===== src/rtl/binary_popcount_linear_macros.svh =====
// ----------------------------------------------------------------------------
// Assertion macros for the binary popcount linear block
// Shared concurrent assertion forms, clocked on clk, off during reset.
// ----------------------------------------------------------------------------
`ifndef BINARY_POPCOUNT_LINEAR_MACROS_SVH
`define BINARY_POPCOUNT_LINEAR_MACROS_SVH

// condition implies consequence in the same cycle
`define BPL_ASSERT(label, cond, cons) \
    label: assert property (@(posedge clk) disable iff (!rst_n) (cond) |-> (cons)) \
        else $error("bpl assertion failed");

// condition implies consequence in the next cycle
`define BPL_ASSERT_NEXT(label, cond, cons) \
    label: assert property (@(posedge clk) disable iff (!rst_n) (cond) |=> (cons)) \
        else $error("bpl assertion failed");

`endif


===== src/rtl/bpl_pkg.sv =====
// ----------------------------------------------------------------------------
// bpl_pkg
// Types, constants and helpers shared by the binary popcount linear block.
// ----------------------------------------------------------------------------
package bpl_pkg;

    localparam int MAX_ROWS_DEF  = 64;
    localparam int MAX_WORDS_DEF = 64;
    localparam int OUT_LIMIT     = 64;
    localparam int WORD_W        = 64;
    localparam int ROW_W         = 6;
    localparam int IDX_W         = 6;
    localparam int K_W           = 13;
    localparam int N_W           = 7;
    localparam int CFG_W         = 13;
    localparam int DOT_W         = 14;
    localparam int POP_W         = 7;
    localparam int ACC_MAX       = 8191;
    localparam int BITS_RESET    = 4096;
    localparam int ROWS_RESET    = 64;
    localparam int CMD_DEPTH     = 2;
    localparam int CMD_PW        = $clog2(CMD_DEPTH);
    localparam int CMD_CW        = $clog2(CMD_DEPTH + 1);

    typedef enum logic
    {
        REG_BITS = 1'b0,
        REG_ROWS = 1'b1
    } cfg_reg_t;

    typedef enum logic
    {
        FUNC_LOAD = 1'b0,
        FUNC_ACT  = 1'b1
    } func_t;

    typedef struct packed
    {
        logic              func;
        logic [ROW_W-1:0]  weight_row;
        logic [IDX_W-1:0]  word_index;
        logic [WORD_W-1:0] data_word;
    } in_t;

    typedef struct packed
    {
        logic signed [DOT_W-1:0] dot_value;
        logic [ROW_W-1:0]        out_row;
        logic                    last;
    } res_t;

    // classified item handed from front to back
    typedef struct packed
    {
        func_t             kind;
        logic              first;
        logic              closing;
        logic [ROW_W-1:0]  row;
        logic [IDX_W-1:0]  widx;
        logic [WORD_W-1:0] data;
    } cmd_t;

    // byte counts first, then their sum
    function automatic logic [POP_W-1:0] popcount64(input logic [WORD_W-1:0] x);
        logic [3:0]       part [8];
        logic [POP_W-1:0] sum;
        sum = '0;
        for (int b = 0; b < 8; b++)
        begin
            part[b] = '0;
            for (int i = 0; i < 8; i++)
            begin
                part[b] = part[b] + 4'(x[8*b+i]);
            end
        end
        for (int b = 0; b < 8; b++)
        begin
            sum = sum + POP_W'(part[b]);
        end
        return sum;
    endfunction

endpackage


===== src/rtl/bpl_outq.sv =====
// ----------------------------------------------------------------------------
// bpl_outq
// Result queue: memory plus a head register that shows the oldest item.
// ----------------------------------------------------------------------------
module bpl_outq #(
    parameter int DEPTH = bpl_pkg::OUT_LIMIT
) (
    input  logic                            clk,
    input  logic                            rst_n,
    input  logic                            wr_en,
    input  bpl_pkg::res_t                   wr_item,
    output logic [$clog2(DEPTH + 1)-1:0]    space,
    output logic                            empty,
    input  logic                            pop,
    output bpl_pkg::res_t                   out_item
);

    localparam int PW = $clog2((DEPTH > 1) ? DEPTH : 2);
    localparam int CW = $clog2(DEPTH + 1);

    bpl_pkg::res_t  mem [DEPTH];
    bpl_pkg::res_t  head_reg;
    logic           head_valid_reg, head_valid_next;
    logic [PW-1:0]  wr_ptr_reg, wr_ptr_next;
    logic [PW-1:0]  rd_ptr_reg, rd_ptr_next;
    logic [CW-1:0]  cnt_reg, cnt_next;
    logic           pop_ok;
    logic           load_head;

    assign pop_ok    = pop && head_valid_reg;
    assign load_head = (cnt_reg != '0) && (!head_valid_reg || pop_ok);
    assign empty     = !head_valid_reg;
    assign out_item  = head_reg;
    assign space     = CW'(DEPTH) - cnt_reg;

    always_comb
    begin
        wr_ptr_next = wr_ptr_reg;
        rd_ptr_next = rd_ptr_reg;
        if (wr_en)
        begin
            wr_ptr_next = (wr_ptr_reg == PW'(DEPTH - 1)) ? '0 : wr_ptr_reg + 1'b1;
        end
        if (load_head)
        begin
            rd_ptr_next = (rd_ptr_reg == PW'(DEPTH - 1)) ? '0 : rd_ptr_reg + 1'b1;
        end
        cnt_next = cnt_reg + CW'(wr_en) - CW'(load_head);
        if (load_head)
        begin
            head_valid_next = 1'b1;
        end
        else if (pop_ok)
        begin
            head_valid_next = 1'b0;
        end
        else
        begin
            head_valid_next = head_valid_reg;
        end
    end

    always_ff @(posedge clk or negedge rst_n)
    begin
        if (!rst_n)
        begin
            wr_ptr_reg     <= '0;
            rd_ptr_reg     <= '0;
            cnt_reg        <= '0;
            head_valid_reg <= 1'b0;
        end
        else
        begin
            wr_ptr_reg     <= wr_ptr_next;
            rd_ptr_reg     <= rd_ptr_next;
            cnt_reg        <= cnt_next;
            head_valid_reg <= head_valid_next;
        end
    end

    always_ff @(posedge clk)
    begin
        if (wr_en)
        begin
            mem[wr_ptr_reg] <= wr_item;
        end
        if (load_head)
        begin
            head_reg <= mem[rd_ptr_reg];
        end
    end

endmodule


===== config.mk =====
export PLATFORM = sky130hd
export DESIGN_NAME = bpl_outq
export DESIGN_NICKNAME = d
export VERILOG_FILES = /design/src/rtl/binary_popcount_linear_macros.svh /design/src/rtl/bpl_pkg.sv /design/src/rtl/bpl_outq.sv
export SDC_FILE = /design/constraint.sdc
export NUM_CORES = 1
export LEC_CHECK = 0
export BUFFER_PORTS_ARGS = -buffer_cell sky130_fd_sc_hd__buf_2
export CORE_UTILIZATION = 45
export CTS_BUF_LIST = sky130_fd_sc_hd__clkbuf_8 sky130_fd_sc_hd__clkbuf_16
export DETAILED_ROUTE_END_ITERATION = 10
export SLEW_MARGIN = 40
export SYNTH_ARGS = -nofsm -noshare
export SYNTH_HDL_FRONTEND = slang
export SYNTH_SLANG_ARGS = --single-unit

===== constraint.sdc =====
create_clock -name clk -period 4.2 [get_ports clk]
set_input_delay 0.21 -clock clk [delete_from_list [all_inputs] [get_ports clk]]
set_output_delay 0.21 -clock clk [all_outputs]
set_load 0.1 [all_outputs]

==> impl_results.md <==
* Setup Total Neg Slack at 0 ns
* Chain of cells forming the critical path: buf_12 -> mux4_2 -> o21ai_1 -> a21oi_2 -> o221a_1
* Top cell type's share of synthesized area at roughly 76%
* Worst Path Class, Setup: flip-flop to flip-flop
* Post-synthesis cell area at approximately 54,000 um2
* Final Max Tran Viols at 0
* Element type at the critical path end: flip-flop
* Critical Path RT at ~4.7 ns
* Sink Count at ~1.4k
* Number of nets produced by synthesis at between 2k and 3k
* Pin count of the biggest net entering global routing at ~110
* Worst setup SP type: flip-flop
* Antenna cells at 0
* Vias in the first global route at roughly 27k
* # setup viols final at 0
* Cell area power density at 673 nW/um2
* Number of cells produced by synthesis at 2,638
* R2r endpoint: out_item[9]$_DFFE_PP_
* Drt first-iter violations at roughly 3.2k
* Yosys reg bits at roughly 1.4k
* Die X-Extent at 348 um
* Mapped Avg Cell Area at a little over 20 um2
* Deepest level of the CTS H-tree at 4
* Total I/O pin count at between 50 and 60
* Sequential cell area fraction in the yosys report at around 77%
* EDFF count, synth at 1,365
* Max rail drop VDD at ~0.00098 V
* Top_reg_cell synth: sky130_fd_sc_hd__edfxtp_1
* Total length of routed wires at 136,000 um
* Syn-to-layout area delta at 13.9%
* Port-buffer cells at 53
* Achievable frequency at around 280 MHz
* First element of the critical path: rd_ptr_reg[1]$_DFFE_PN0P_
* Flip-flop count of the largest register, all copies and words added at around 1.3k
* Clock slew seen by the registers of the worst setup and hold paths at approximately 0.06 ns
* Worst min-delay path category: primary input to flip-flop
* Initial core utilization at between 40 and 50%
* Antenna violations before repair at 5
* Total DRC errors in the routed layout at 0
* Overall routing resource usage at 22.7%
* Remaining global-route overflow at 0
* Global-route wire length before repair at 196,000 um
* Worst setup path end: out_item[9]$_DFFE_PP_
* Static Leakage at between 0.015 and 0.02 uW
* Number of cells traversed by the worst register-to-register path at 5
* Share of layout cells above drive strength 1 at 23.5%
* Global placement routability congestion at between 0.8 and 0.9
* Number of hold violations in the final report at 0
* Cell taking the most area after synthesis: sky130_fd_sc_hd__edfxtp_1
* Setup slack of the worst register-to-register path at 0.57 ns
* Synthesis Warnings at 0
* Area inside the core boundary at roughly 120,000 um2
* Per-cell via count in the routed design at between 6 and 7
* Library cells used by synthesis at 58
* Outcome: finished, final reports clean
* Cell types with the largest area share after synthesis: sky130_fd_sc_hd__edfxtp_1 (76%), sky130_fd_sc_hd__mux4_2 (8.5%), sky130_fd_sc_hd__mux2i_1 (4.6%)
* Synth async-reset ratio at approximately 1.4%
* Cell with the largest stage delay on the worst path: sky130_fd_sc_hd__dfrtp_4
* Nets@finish at 2,880
* Worst-Margin Slew at 0.865 ns
* Max_cap viols at 0
* Detailed placer's ending HPWL at slightly below 80,000 um
* Number of buffers added for setup after CTS at 0
* Maximum clock path buffer count at 3
* Critical Path Fanout Max at between 60 and 70
* Number of clock buffers inserted by TritonCTS at 142
* Power consumption at 41,200 uW
* RSZ-0062 raised after global routing: no
* Number of fillers in the final layout at a little over 9k
* Longest individual stage delay on the worst path at 0.89 ns
* Full die area at between 100,000 and 150,000 um2
* Vert. Die Dim at roughly 350 um
* TritonCTS clock tree: yes
* Reg-to-reg startpoint: rd_ptr_reg[1]$_DFFE_PN0P_
* Post-layout minimum cycle time at ~3.6 ns
* Final setup skew at around 0.023 ns
* Clock insertion delay at the later pin of the skew report at 0.75 ns
* Root buffer cell: sky130_fd_sc_hd__clkbuf_16
* Number of standard-cell rows in the floorplan at around 130
* Critical path arrival at roughly 4.1 ns
* Final clock period utilization by the worst path at a little under nine tenths
* Post-DRT Antenna Nets at 0
* Via Count at about 27k
* DR pass1 iterations at 5
* Drt wl/cell at a little over 30 um
* Max-Slew Margin vs Limit at 41.9%
==> synthesized netlist by cell type, types with 19 or more instances <==
| cell type | count |
|---|---|
| sky130_fd_sc_hd__a21oi_1 | 40 |
| sky130_fd_sc_hd__a221oi_1 | 55 |
| sky130_fd_sc_hd__a22oi_1 | 33 |
| sky130_fd_sc_hd__and2_1 | 25 |
| sky130_fd_sc_hd__buf_2 | 50 |
| sky130_fd_sc_hd__buf_4 | 23 |
| sky130_fd_sc_hd__clkbuf_1 | 59 |
| sky130_fd_sc_hd__dfrtp_1 | 20 |
| sky130_fd_sc_hd__edfxtp_1 | 1365 |
| sky130_fd_sc_hd__inv_1 | 20 |
| sky130_fd_sc_hd__mux2i_1 | 250 |
| sky130_fd_sc_hd__mux4_2 | 202 |
| sky130_fd_sc_hd__nand2_1 | 39 |
| sky130_fd_sc_hd__nand3_1 | 25 |
| sky130_fd_sc_hd__nor2_1 | 77 |
| sky130_fd_sc_hd__nor2b_1 | 20 |
| sky130_fd_sc_hd__nor3_1 | 20 |
| sky130_fd_sc_hd__o211ai_1 | 35 |
| sky130_fd_sc_hd__o21ai_0 | 35 |
| sky130_fd_sc_hd__o21ai_1 | 19 |
| sky130_fd_sc_hd__o221ai_1 | 36 |
==> per-layer routing <==
metal	part of all wire [%]	GRT usage [%]	up-vias
met4	2.1	5.97	0
met2	49	37.1	1131
li1	-	-	11359
met3	7.4	3.82	160
met1	42	31.9	14409
met5	0	0	-
==> power breakdown <==
part / total (uW) / switching [uW] / internal, uW
logic: 12800 / 8130 / 4680
registers: 16500 / 619 / 15900
clock network: 11900 / 5090 / 6830
total: 41200 / 13800 / 27400
==> what timing repair did <==
item                                   CTS  global route
gates resized for setup                  0             0
endpoints found under the hold margin  120            13
setup endpoints to repair                0             0
hold buffers                             9             1
==> layout make-up <==
type / count / area, um2 / area share (%)
sequential: 1385 / 41500 / 67.7
multi-input combinational: 1072 / 11600 / 18.9
clock buffer: 152 / 3750 / 6.11
tap: 1536 / 1920 / 3.14
timing repair buffer: 216 / 1830 / 2.98
clock inverter: 97 / 636 / 1.04
inverter: 23 / 88.8 / 0.145
==> worst min path at each step <==
stage                     start                    end  slack (ns)  depth (start not counted)
detailed placement        rst_n   cnt_reg[0]$_DFF_PN0_        0.24                          1
CTS                 wr_item[13]  mem[52][13]$_DFFE_PP_        0.02                          1
global placement          rst_n   cnt_reg[0]$_DFF_PN0_        0.24                          1
floorplan                 rst_n   cnt_reg[0]$_DFF_PN0_       -0.09                          0
global route        wr_item[13]  mem[50][13]$_DFFE_PP_        0.06                          1
finish              wr_item[13]  mem[55][13]$_DFFE_PP_        0.07                          1
==> cell families after synthesis <==
family / synth area share (%)
flops: 77.1
xor+xnor: 0.260
fa+ha+maj: 0.363
simple gates: 2.16
buf+inv: 1.90
compound gates: 4.59
mux: 13.6
==> critical path, delay by kind of cell, from the launching register on <==
kind            cells  cell delay [ns]
compound gates      3             1.36
buf+inv             1             0.38
flops               1             0.89
mux                 1             0.59
==> metrics by stage <==
step           worst slack (ns)  cell area, um2  cells  hold WS, ns  utilization (%)
2_1_floorplan             0.208           53800   2638      -0.0856                -
3_3_place_gp              0.119           56500   4212        0.242             47.8
3_5_place_dp              0.534           56700   4219        0.244             48.0
4_1_cts                   0.533           61200   4477       0.0211             51.8
5_1_grt                   0.566           61300   4481       0.0621             51.8
6_report                  0.572           61300   4481       0.0671             51.8
==> cell usage in the layout (no fill, tap or decap), drive strengths merged, types with 9 or more instances in the layout <==
cell / instances
a221oi: 55
buf: 207
mux4: 209
a211oi: 17
o221a: 16
inv: 55
clkbuf: 152
o211ai: 36
nor2: 78
edfxtp: 1365
nand2: 39
a21oi: 40
nor3: 20
dlygate4sd3: 9
ha: 14
and2: 25
nor2b: 20
a22oi: 33
o21ai: 54
mux2i: 250
dfrtp: 20
nand3: 25
xnor2: 13
mux2: 9
a22o: 15
clkinv: 54
o221ai: 36
Note: power is estimated with default switching activity, not from simulation.
