===== config.mk =====
export PLATFORM = sky130hd
export DESIGN_NAME = bpl_front
export DESIGN_NICKNAME = d
export VERILOG_FILES = /design/src/rtl/binary_popcount_linear_macros.svh /design/src/rtl/bpl_pkg.sv /design/src/rtl/bpl_front.sv
export SDC_FILE = /design/constraint.sdc
export NUM_CORES = 1
export LEC_CHECK = 0
export ABC_AREA = 1
export BUFFER_PORTS_ARGS = -buffer_cell sky130_fd_sc_hd__buf_4
export CORE_MARGIN = 8
export CORE_UTILIZATION = 47
export DETAILED_ROUTE_END_ITERATION = 12
export GPL_TIMING_DRIVEN = 0
export PLACE_DENSITY = 0.75
export RECOVER_POWER = 25
export SLEW_MARGIN = 5
export SYNTH_ARGS = -nofsm -noshare
export SYNTH_HDL_FRONTEND = slang
export SYNTH_SLANG_ARGS = --single-unit
export TNS_END_PERCENT = 100

===== constraint.sdc =====
create_clock -name clk -period 4.3 [get_ports clk]
set_input_delay 0.43 -clock clk [delete_from_list [all_inputs] [get_ports clk]]
set_output_delay 0.43 -clock clk [all_outputs]
set_load 0.1 [all_outputs]

===== src/rtl/binary_popcount_linear_macros.svh =====
// ----------------------------------------------------------------------------
// Assertion macros for the binary popcount linear block
// Shared concurrent assertion forms, clocked on clk, off during reset.
// ----------------------------------------------------------------------------
`ifndef BINARY_POPCOUNT_LINEAR_MACROS_SVH
`define BINARY_POPCOUNT_LINEAR_MACROS_SVH

// condition implies consequence in the same cycle
`define BPL_ASSERT(label, cond, cons) \
    label: assert property (@(posedge clk) disable iff (!rst_n) (cond) |-> (cons)) \
        else $error("bpl assertion failed");

// condition implies consequence in the next cycle
`define BPL_ASSERT_NEXT(label, cond, cons) \
    label: assert property (@(posedge clk) disable iff (!rst_n) (cond) |=> (cons)) \
        else $error("bpl assertion failed");

`endif


===== src/rtl/bpl_pkg.sv =====
// ----------------------------------------------------------------------------
// bpl_pkg
// Types, constants and helpers shared by the binary popcount linear block.
// ----------------------------------------------------------------------------
package bpl_pkg;

    localparam int MAX_ROWS_DEF  = 64;
    localparam int MAX_WORDS_DEF = 64;
    localparam int OUT_LIMIT     = 64;
    localparam int WORD_W        = 64;
    localparam int ROW_W         = 6;
    localparam int IDX_W         = 6;
    localparam int K_W           = 13;
    localparam int N_W           = 7;
    localparam int CFG_W         = 13;
    localparam int DOT_W         = 14;
    localparam int POP_W         = 7;
    localparam int ACC_MAX       = 8191;
    localparam int BITS_RESET    = 4096;
    localparam int ROWS_RESET    = 64;
    localparam int CMD_DEPTH     = 2;
    localparam int CMD_PW        = $clog2(CMD_DEPTH);
    localparam int CMD_CW        = $clog2(CMD_DEPTH + 1);

    typedef enum logic
    {
        REG_BITS = 1'b0,
        REG_ROWS = 1'b1
    } cfg_reg_t;

    typedef enum logic
    {
        FUNC_LOAD = 1'b0,
        FUNC_ACT  = 1'b1
    } func_t;

    typedef struct packed
    {
        logic              func;
        logic [ROW_W-1:0]  weight_row;
        logic [IDX_W-1:0]  word_index;
        logic [WORD_W-1:0] data_word;
    } in_t;

    typedef struct packed
    {
        logic signed [DOT_W-1:0] dot_value;
        logic [ROW_W-1:0]        out_row;
        logic                    last;
    } res_t;

    // classified item handed from front to back
    typedef struct packed
    {
        func_t             kind;
        logic              first;
        logic              closing;
        logic [ROW_W-1:0]  row;
        logic [IDX_W-1:0]  widx;
        logic [WORD_W-1:0] data;
    } cmd_t;

    // byte counts first, then their sum
    function automatic logic [POP_W-1:0] popcount64(input logic [WORD_W-1:0] x);
        logic [3:0]       part [8];
        logic [POP_W-1:0] sum;
        sum = '0;
        for (int b = 0; b < 8; b++)
        begin
            part[b] = '0;
            for (int i = 0; i < 8; i++)
            begin
                part[b] = part[b] + 4'(x[8*b+i]);
            end
        end
        for (int b = 0; b < 8; b++)
        begin
            sum = sum + POP_W'(part[b]);
        end
        return sum;
    endfunction

endpackage


===== src/rtl/bpl_front.sv =====
// ----------------------------------------------------------------------------
// bpl_front
// Accepts items, drops out-of-range words, tags row start and row end, and
// queues the rest for the back end.
// ----------------------------------------------------------------------------
module bpl_front #(
    parameter int MAX_ROWS  = bpl_pkg::MAX_ROWS_DEF,
    parameter int MAX_WORDS = bpl_pkg::MAX_WORDS_DEF
) (
    input  logic                     clk,
    input  logic                     rst_n,
    input  logic                     push,
    output logic                     full,
    input  bpl_pkg::in_t             in_item,
    input  logic [bpl_pkg::N_W-1:0]  words,
    output logic                     cmd_valid,
    input  logic                     cmd_pop,
    output bpl_pkg::cmd_t            cmd
);

    bpl_pkg::cmd_t                q_reg [bpl_pkg::CMD_DEPTH];
    logic [bpl_pkg::CMD_PW-1:0]   wr_ptr_reg, wr_ptr_next;
    logic [bpl_pkg::CMD_PW-1:0]   rd_ptr_reg, rd_ptr_next;
    logic [bpl_pkg::CMD_CW-1:0]   cnt_reg, cnt_next;
    logic                         keep;
    logic                         do_wr;
    logic                         do_rd;
    bpl_pkg::cmd_t                new_cmd;

    always_comb
    begin
        if (in_item.func == bpl_pkg::FUNC_LOAD)
        begin
            keep = (int'(in_item.weight_row) < MAX_ROWS) &&
                   (int'(in_item.word_index) < MAX_WORDS);
        end
        else
        begin
            keep = {1'b0, in_item.word_index} < words;
        end
    end

    always_comb
    begin
        new_cmd.kind    = bpl_pkg::func_t'(in_item.func);
        new_cmd.first   = in_item.word_index == '0;
        new_cmd.closing = {1'b0, in_item.word_index} == (words - 7'd1);
        new_cmd.row     = in_item.weight_row;
        new_cmd.widx    = in_item.word_index;
        new_cmd.data    = in_item.data_word;
    end

    assign full      = cnt_reg == bpl_pkg::CMD_CW'(bpl_pkg::CMD_DEPTH);
    assign cmd_valid = cnt_reg != '0;
    assign cmd       = q_reg[rd_ptr_reg];
    assign do_wr     = push && !full && keep;
    assign do_rd     = cmd_pop && cmd_valid;

    always_comb
    begin
        wr_ptr_next = wr_ptr_reg;
        rd_ptr_next = rd_ptr_reg;
        if (do_wr)
        begin
            wr_ptr_next = (wr_ptr_reg == bpl_pkg::CMD_PW'(bpl_pkg::CMD_DEPTH - 1)) ?
                          '0 : wr_ptr_reg + 1'b1;
        end
        if (do_rd)
        begin
            rd_ptr_next = (rd_ptr_reg == bpl_pkg::CMD_PW'(bpl_pkg::CMD_DEPTH - 1)) ?
                          '0 : rd_ptr_reg + 1'b1;
        end
        cnt_next = cnt_reg + bpl_pkg::CMD_CW'(do_wr) - bpl_pkg::CMD_CW'(do_rd);
    end

    always_ff @(posedge clk or negedge rst_n)
    begin
        if (!rst_n)
        begin
            wr_ptr_reg <= '0;
            rd_ptr_reg <= '0;
            cnt_reg    <= '0;
        end
        else
        begin
            wr_ptr_reg <= wr_ptr_next;
            rd_ptr_reg <= rd_ptr_next;
            cnt_reg    <= cnt_next;
        end
    end

    always_ff @(posedge clk)
    begin
        if (do_wr)
        begin
            q_reg[wr_ptr_reg] <= new_cmd;
        end
    end

endmodule


==> results of run 1 <==
## timing repair
action                                 in CTS  in global routing
resized for setup                           0                  0
endpoints found under the hold margin       4                  0
hold buffers                                1                  0
## synthesized netlist by cell type
cell,number,area (sq um)
o21ai_0,1,5.00
nand3b_1,1,7.51
a21oi_1,1,5.00
a21boi_2,1,11.3
inv_2,1,3.75
clkbuf_1,6,22.5
dfrtp_1,4,100
nand4_1,2,12.5
inv_1,20,75.1
buf_2,9,45.0
edfxtp_1,158,4740
xor2_1,4,35.0
nor2_1,15,56.3
ha_1,9,113
xnor2_1,2,17.5
nor3_1,2,10.0
nand2_1,266,998
or2_2,1,6.26
nand3_1,8,40.0
buf_4,2,15.0
## per-stage QoR
stage	hold slack, ns	util, %	instances	setup TNS [ns]	cell area (sq um)
after floorplan	0.134	-	513	0	6330
after global placement	0.228	59.2	857	-47.84	7810
after detailed placement	0.231	59.8	860	0	7880
after CTS	0.175	64.5	893	0	8510
after global routing	0.182	64.2	893	0	8470
final	0.199	64.2	893	0	8470
## cell type report
class / count / area [sq um] / area share, %
plain buffers: 17 / 82.6 / 0.975
well taps: 176 / 220 / 2.60
multi-input cells: 313 / 1330 / 15.6
clock inverters: 14 / 186 / 2.20
inverters: 21 / 81.3 / 0.960
flip-flops and latches: 162 / 4840 / 57.2
repair buffers: 172 / 1300 / 15.4
clock buffers: 18 / 429 / 5.07
## layout by cell type (no fill, tap or decap)
cell type      netlist  final
ha_1                 9      9
nand3_1              8      8
clkinv_4             0      1
buf_12               0      2
a21boi_2             1      1
a21oi_1              1      1
clkbuf_1             6     17
inv_2                1      1
nor2_4               0      1
buf_2                9      9
clkbuf_16            0     17
clkinv_1             0      2
inv_8                0      1
nand3b_1             1      1
dlygate4sd3_1        0      1
clkinvlp_4           0      2
buf_4                2    117
bufinv_16            0      4
nor2_1              15     14
clkinv_2             0      3
xor2_1               4      4
nand4_1              2      2
clkbuf_4             0     43
buf_16               0      1
dfrtp_1              4      4
inv_6                0      1
or2_2                1      1
nor3_1               2      2
xnor2_1              2      2
inv_1               20     19
o21ai_0              1      1
edfxtp_1           158    158
nand2_1            266    266
inv_4                0      1
## logic make-up after synthesis
group | count (synthesis) | share of synthesized area [%]
AOI/OAI and AO/OA | 3 | 0.336
xor gates and xnor gates | 6 | 0.831
adders and majority gates | 9 | 1.78
buffers and inverters | 38 | 2.55
DFF | 162 | 76.6
and+or+nand+nor | 295 | 17.9
## path summary, 6_finish.rpt
path	startpoint	to	slack (ns)
min reg2reg	wr_ptr_reg	wr_ptr_reg	0.51
min	in_item[51]	q_reg[1][51]	0.20
max	rd_ptr_reg	cmd[67]	1.97
max in group asynchronous	rst_n	cnt_reg[1]	3.81
max reg2reg	cnt_reg[1]	q_reg[1][37]	2.27
min in group asynchronous	rst_n	wr_ptr_reg	0.38
## metal layers
layer	track usage (%)	up-vias
met1	17.6	1964
met5	0	-
met4	6.13	0
met3	5.75	21
li1	-	2093
met2	28.4	139
==> flow_summary_export.csv, run 1 <==
group,metric,value,unit
synth,synth-seq-cells,162,
routing,vias_per_cell,4.72,
setup_path,crit_family,"buffers and inverters",
clocking,path_clk_slew,0.06,ns
finish,drive_gt1_share,28.7,%
synth,postSynthNetCount,610,
routing,wl_met1,5.62,mm
floorplan,die_w,132,um
timing,hold_viol,0,
floorplan,boundaryPins,169,
floorplan,rows,42,
finish,layout.nets,801,
timing,finClkSkew,0.00853,ns
timing,maxSlewViolCount,0,
routing,drtIter0Drc,236,
setup_path,cp_cell_sequence,"buf_2, buf_2, buf_4, nand2_1, nand2_1, buf_4",
routing,wl_per_cell,15.6,um
timing,tightest_slew,0.665,ns
place,hpwl,9.99,mm
setup_path,rr_worst_depth,6,
setup_path,worstPathMaxFanout,10,
place,place.port_buffers,168,
timing,slew_headroom,55.5,%
synth,synth_area,0.00632,sq mm
finish,area_growth,34.0,%
routing,post-route-drc-count,0,
synth,syn-instance-count,513,
grt,antenna_found_initial,0,
routing,drtPass1Iterations,5,
setup_path,crit_buf_inv,4,
hold_path,min_path_cells,1,
timing,min_period,2.33,ns
place,place_ws,1.70,ns
setup_path,critical_path_arrival,1.90,ns
setup_path,critPathRequiredTime,3.87,ns
timing,period_share,54.1,%
clocking,cts_setup_buffers,0,
synth,synth_cell_types,20,
routing,wl,13.9,mm
grt,grt_pass1_wl,22.1,mm
finish,nFillCells,1026,
grt,grt_max_degree,54,
clocking,clk_root_buffer_cell,"clkbuf_16",
floorplan,die-area,0.0174,sq mm
floorplan,core_area,0.0132,sq mm
setup_path,end_kind,"output pin",
status,status,"complete, no violations",
grt,grt_use_total,16.2,%
routing,met2_length,7.18,mm
finish,largest_register_ffs,158,
place,gp_congestion,0.826,
setup_path,critical-path-slowest-cell,"dfrtp_1",
synth,synth-seq-area-share,76.6,%
setup_path,critPathLaunchType,"flip-flop",
setup_path,crit_cells,6,
synth,syn_area_per_cell,12.3,sq um
clocking,cts_made_buffers,17,
clocking,clock-sinks,162,
setup_path,cpPeakStageDelay,0.31,ns
clocking,worst_skew_pair.late_latency,0.42,ns
routing,routed-wl-met3,901,um
flow_run,drv_cap,0,
routing,drtAntennaViolNets,0,
synth,yosys_warnings,0,
timing,fmax,430,MHz
routing,vias,4217,
hold_path,hold_class,"input pin to flip-flop",
timing,rsz0062_at_grt,"no",
clocking,cts_tree,"yes",
timing,layout_setup_ws,1.97,ns
floorplan,initial_utilization,47.9,%
grt,grt_pass1_vias,4462,
clocking,htree_levels,4,
finish,antenna_cells,0,
setup_path,crit_type,"flip-flop to output pin",
routing,routed.top_layer,"met4",
clocking,cts_buffer_depth,2,
grt,grt_overflow_total,0,
timing,setup_violations,0,
floorplan,die_h,132,um
Power of run 1 is left out: the tool's default activity adds up to more than one toggle a clock period on the data nets, which glitch-free logic cannot reach.
==> run 2: changes to the inputs <==
- ABC_AREA: 1 -> 0
- CORE_UTILIZATION: 47 -> 52
- PLACE_DENSITY: 0.75 -> 0.79
- clock period: 4.3 -> 2.21 ns (I/O delays scaled with it)
==> flow_summary_export.csv, run 2 <==
group,metric,value,unit
routing,vias_per_cell,5.05,
grt,grt_max_degree,31,
clocking,cts_tree,"yes",
timing,slew_headroom,61.7,%
synth,syn_area_per_cell,19.6,sq um
timing,layout_setup_ws,0.133,ns
timing,setup_violations,0,
synth,synth_top_area_share,75.8,%
timing,period_share,94.0,%
finish,antenna_cells,0,
synth,synth-seq-area-share,77.4,%
timing,tns,0,ns
timing,fmax,481,MHz
setup_path,critPathLaunchType,"input pin",
synth,synth_area,0.00626,sq mm
finish,layout_commonest_cell,"edfxtp_1",
floorplan,rows,40,
finish,area_growth,47.6,%
synth,synth_common_cells,"edfxtp_1 (158), mux2_2 (79), ha_1 (9), inv_1 (9), buf_2 (8)",
routing,wl,14.0,mm
finish,largest_register_ffs,158,
synth,netlist_top_cells_area,"edfxtp_1 (76%), mux2_2 (14%), ha_1 (1.8%), dfrtp_1 (1.6%), xnor2_1 (0.84%)",
setup_path,critical_path_arrival,2.19,ns
place,hpwl,9.26,mm
clocking,clock-sinks,162,
setup_path,critPathRequiredTime,2.33,ns
floorplan,core_area,0.0119,sq mm
setup_path,crit_buf_inv,3,
synth,synth_xor_xnor_area_share,1.40,%
synth,muxShareOfSynthArea,14.2,%
floorplan,boundaryPins,169,
finish,final_cell_mix,"edfxtp_1 (158), buf_4 (118), mux2_2 (79), dlygate4sd3_1 (72), clkbuf_4 (37)",
grt,grt_use_total,17.9,%
routing,vias,3758,
status,status,"complete, no violations",
synth,synth_top_family_by_area,"multiplexers",
flow_run,drv_cap,0,
setup_path,critical-path-slowest-cell,"nor3_4",
grt,grt_pass1_wl,21.6,mm
setup_path,cp_cell_sequence,"clkbuf_1, ha_1, a21o_1, a21oi_1, a21boi_2, nor3_4, buf_16, buf_8",
setup_path,crit_family,"buffers and inverters",
floorplan,initial_utilization,52.8,%
timing,maxSlewViolCount,0,
grt,antenna_found_initial,0,
synth,synth_area_leader_cell,"edfxtp_1",
timing,rsz0062_at_grt,"no",
synth,yosys_warnings,0,
clocking,worst_skew_pair.late_latency,0.41,ns
place,place_ws,-0.249,ns
finish,layout.nets,682,
timing,min_period,2.08,ns
setup_path,crit_type,"input pin to flip-flop",
setup_path,worstPathMaxFanout,18,
routing,drtIter0Drc,211,
timing,finClkSkew,0.00428,ns
setup_path,end_kind,"flip-flop",
synth,synth_compound_area_share,1.30,%
synth,yosysMostFrequentCell,"edfxtp_1",
clocking,clk_root_buffer_cell,"clkbuf_16",
synth,synthAdderAreaFrac,1.80,%
synth,synth_flop_cell,"edfxtp_1",
grt,grt_pass1_vias,4226,
timing,tightest_slew,0.573,ns
routing,wl_per_cell,18.9,um
clocking,htree_levels,4,
floorplan,die_w,126,um
timing,hold_viol,0,
routing,drtAntennaViolNets,0,
floorplan,die-area,0.0158,sq mm
clocking,cts_buffer_depth,2,
setup_path,r2r_slack,0.27,ns
finish,drive_gt1_share,48.4,%
setup_path,cpPeakStageDelay,0.47,ns
clocking,cts_setup_buffers,0,
synth,synth-edff-count,158,
clocking,cts_made_buffers,17,
hold_path,hold_class,"input pin to flip-flop",
routing,drtPass1Iterations,5,
synth,synth_cell_types,33,
synth,synth-seq-cells,162,
synth,synthArstFlopShare,2.47,%
floorplan,die_h,126,um
synth,synthSimpleGateAreaFrac,2.70,%
place,gp_congestion,0.803,
place,place.port_buffers,168,
routing,post-route-drc-count,0,
grt,grt_overflow_total,0,
clocking,path_clk_slew,0.06,ns
synth,syn-instance-count,319,
finish,nFillCells,685,
synth,postSynthNetCount,416,
## run 2: cell types whose count changed after synthesis, sizes merged, moves of 5 or more
cell    delta
clkbuf     -5
inv       -12
mux2      +79
nand2    -262
nand3      -7
nor2      -10
## run 2: final timing paths
check / startpoint / to / cells after the start
worst max-delay path: in_item[68] / q_reg[1][10] / 8
worst min-delay path: in_item[65] / q_reg[1][65] / 1
worst max register to register: cnt_reg[1] / q_reg[0][28] / 6
worst min register to register: cnt_reg[1] / cnt_reg[1] / 1
max in group asynchronous: rst_n / rd_ptr_reg / 2
min in group asynchronous: rst_n / cnt_reg[0] / 2
## run 2: final cells by class
class,instances,area (sq um),share of cell area (%)
flip-flops and latches,162,4850,52.4
repair buffers,248,2080,22.6
plain buffers,8,40.0,0.433
well taps,147,184,1.99
clock buffers,21,440,4.77
clock inverters,10,208,2.25
multi-input cells,139,1390,15.1
inverters,9,46.3,0.501
## run 2: what timing repair did
item	4_1_cts	5_1_grt
setup endpoints to repair	79	0
endpoints found under the hold margin	146	0
hold buffers	72	0
resized for setup	1	0
## run 2: metrics by stage
| step | cells | hold slack (ns) | util [%] | instance area, sq um |
|---|---|---|---|---|
| after floorplan | 319 | -0.0746 | - | 6330 |
| after global placement | 634 | 0.0226 | 65.5 | 7770 |
| after detailed placement | 642 | 0.0231 | 66.8 | 7930 |
| after CTS | 744 | 0.00808 | 78.3 | 9290 |
| after global routing | 744 | 0.0338 | 77.9 | 9240 |
| final | 744 | 0.0504 | 77.9 | 9240 |
## run 2: logic make-up (layout without fill, tap and decap cells)
logic type / Yosys count / after routing
flops: 162 / 162
mux: 79 / 79
compound gates: 13 / 13
xor+xnor: 10 / 10
simple gates: 28 / 28
buf+inv: 18 / 296
fa+ha+maj: 9 / 9
## run 2: routing by layer
layer  wire length, um  global-route usage (%)  part of all wire [%]  vias to the layer above
met5                 0                       0                     0                        -
met4               307                    8.14                   2.2                        0
met1              5420                    18.5                    39                     1822
met3               862                    5.74                   6.1                       24
li1                  -                       -                     -                     1773
met2              7450                    32.5                    53                      139
Power of run 2 is left out for the same reason.
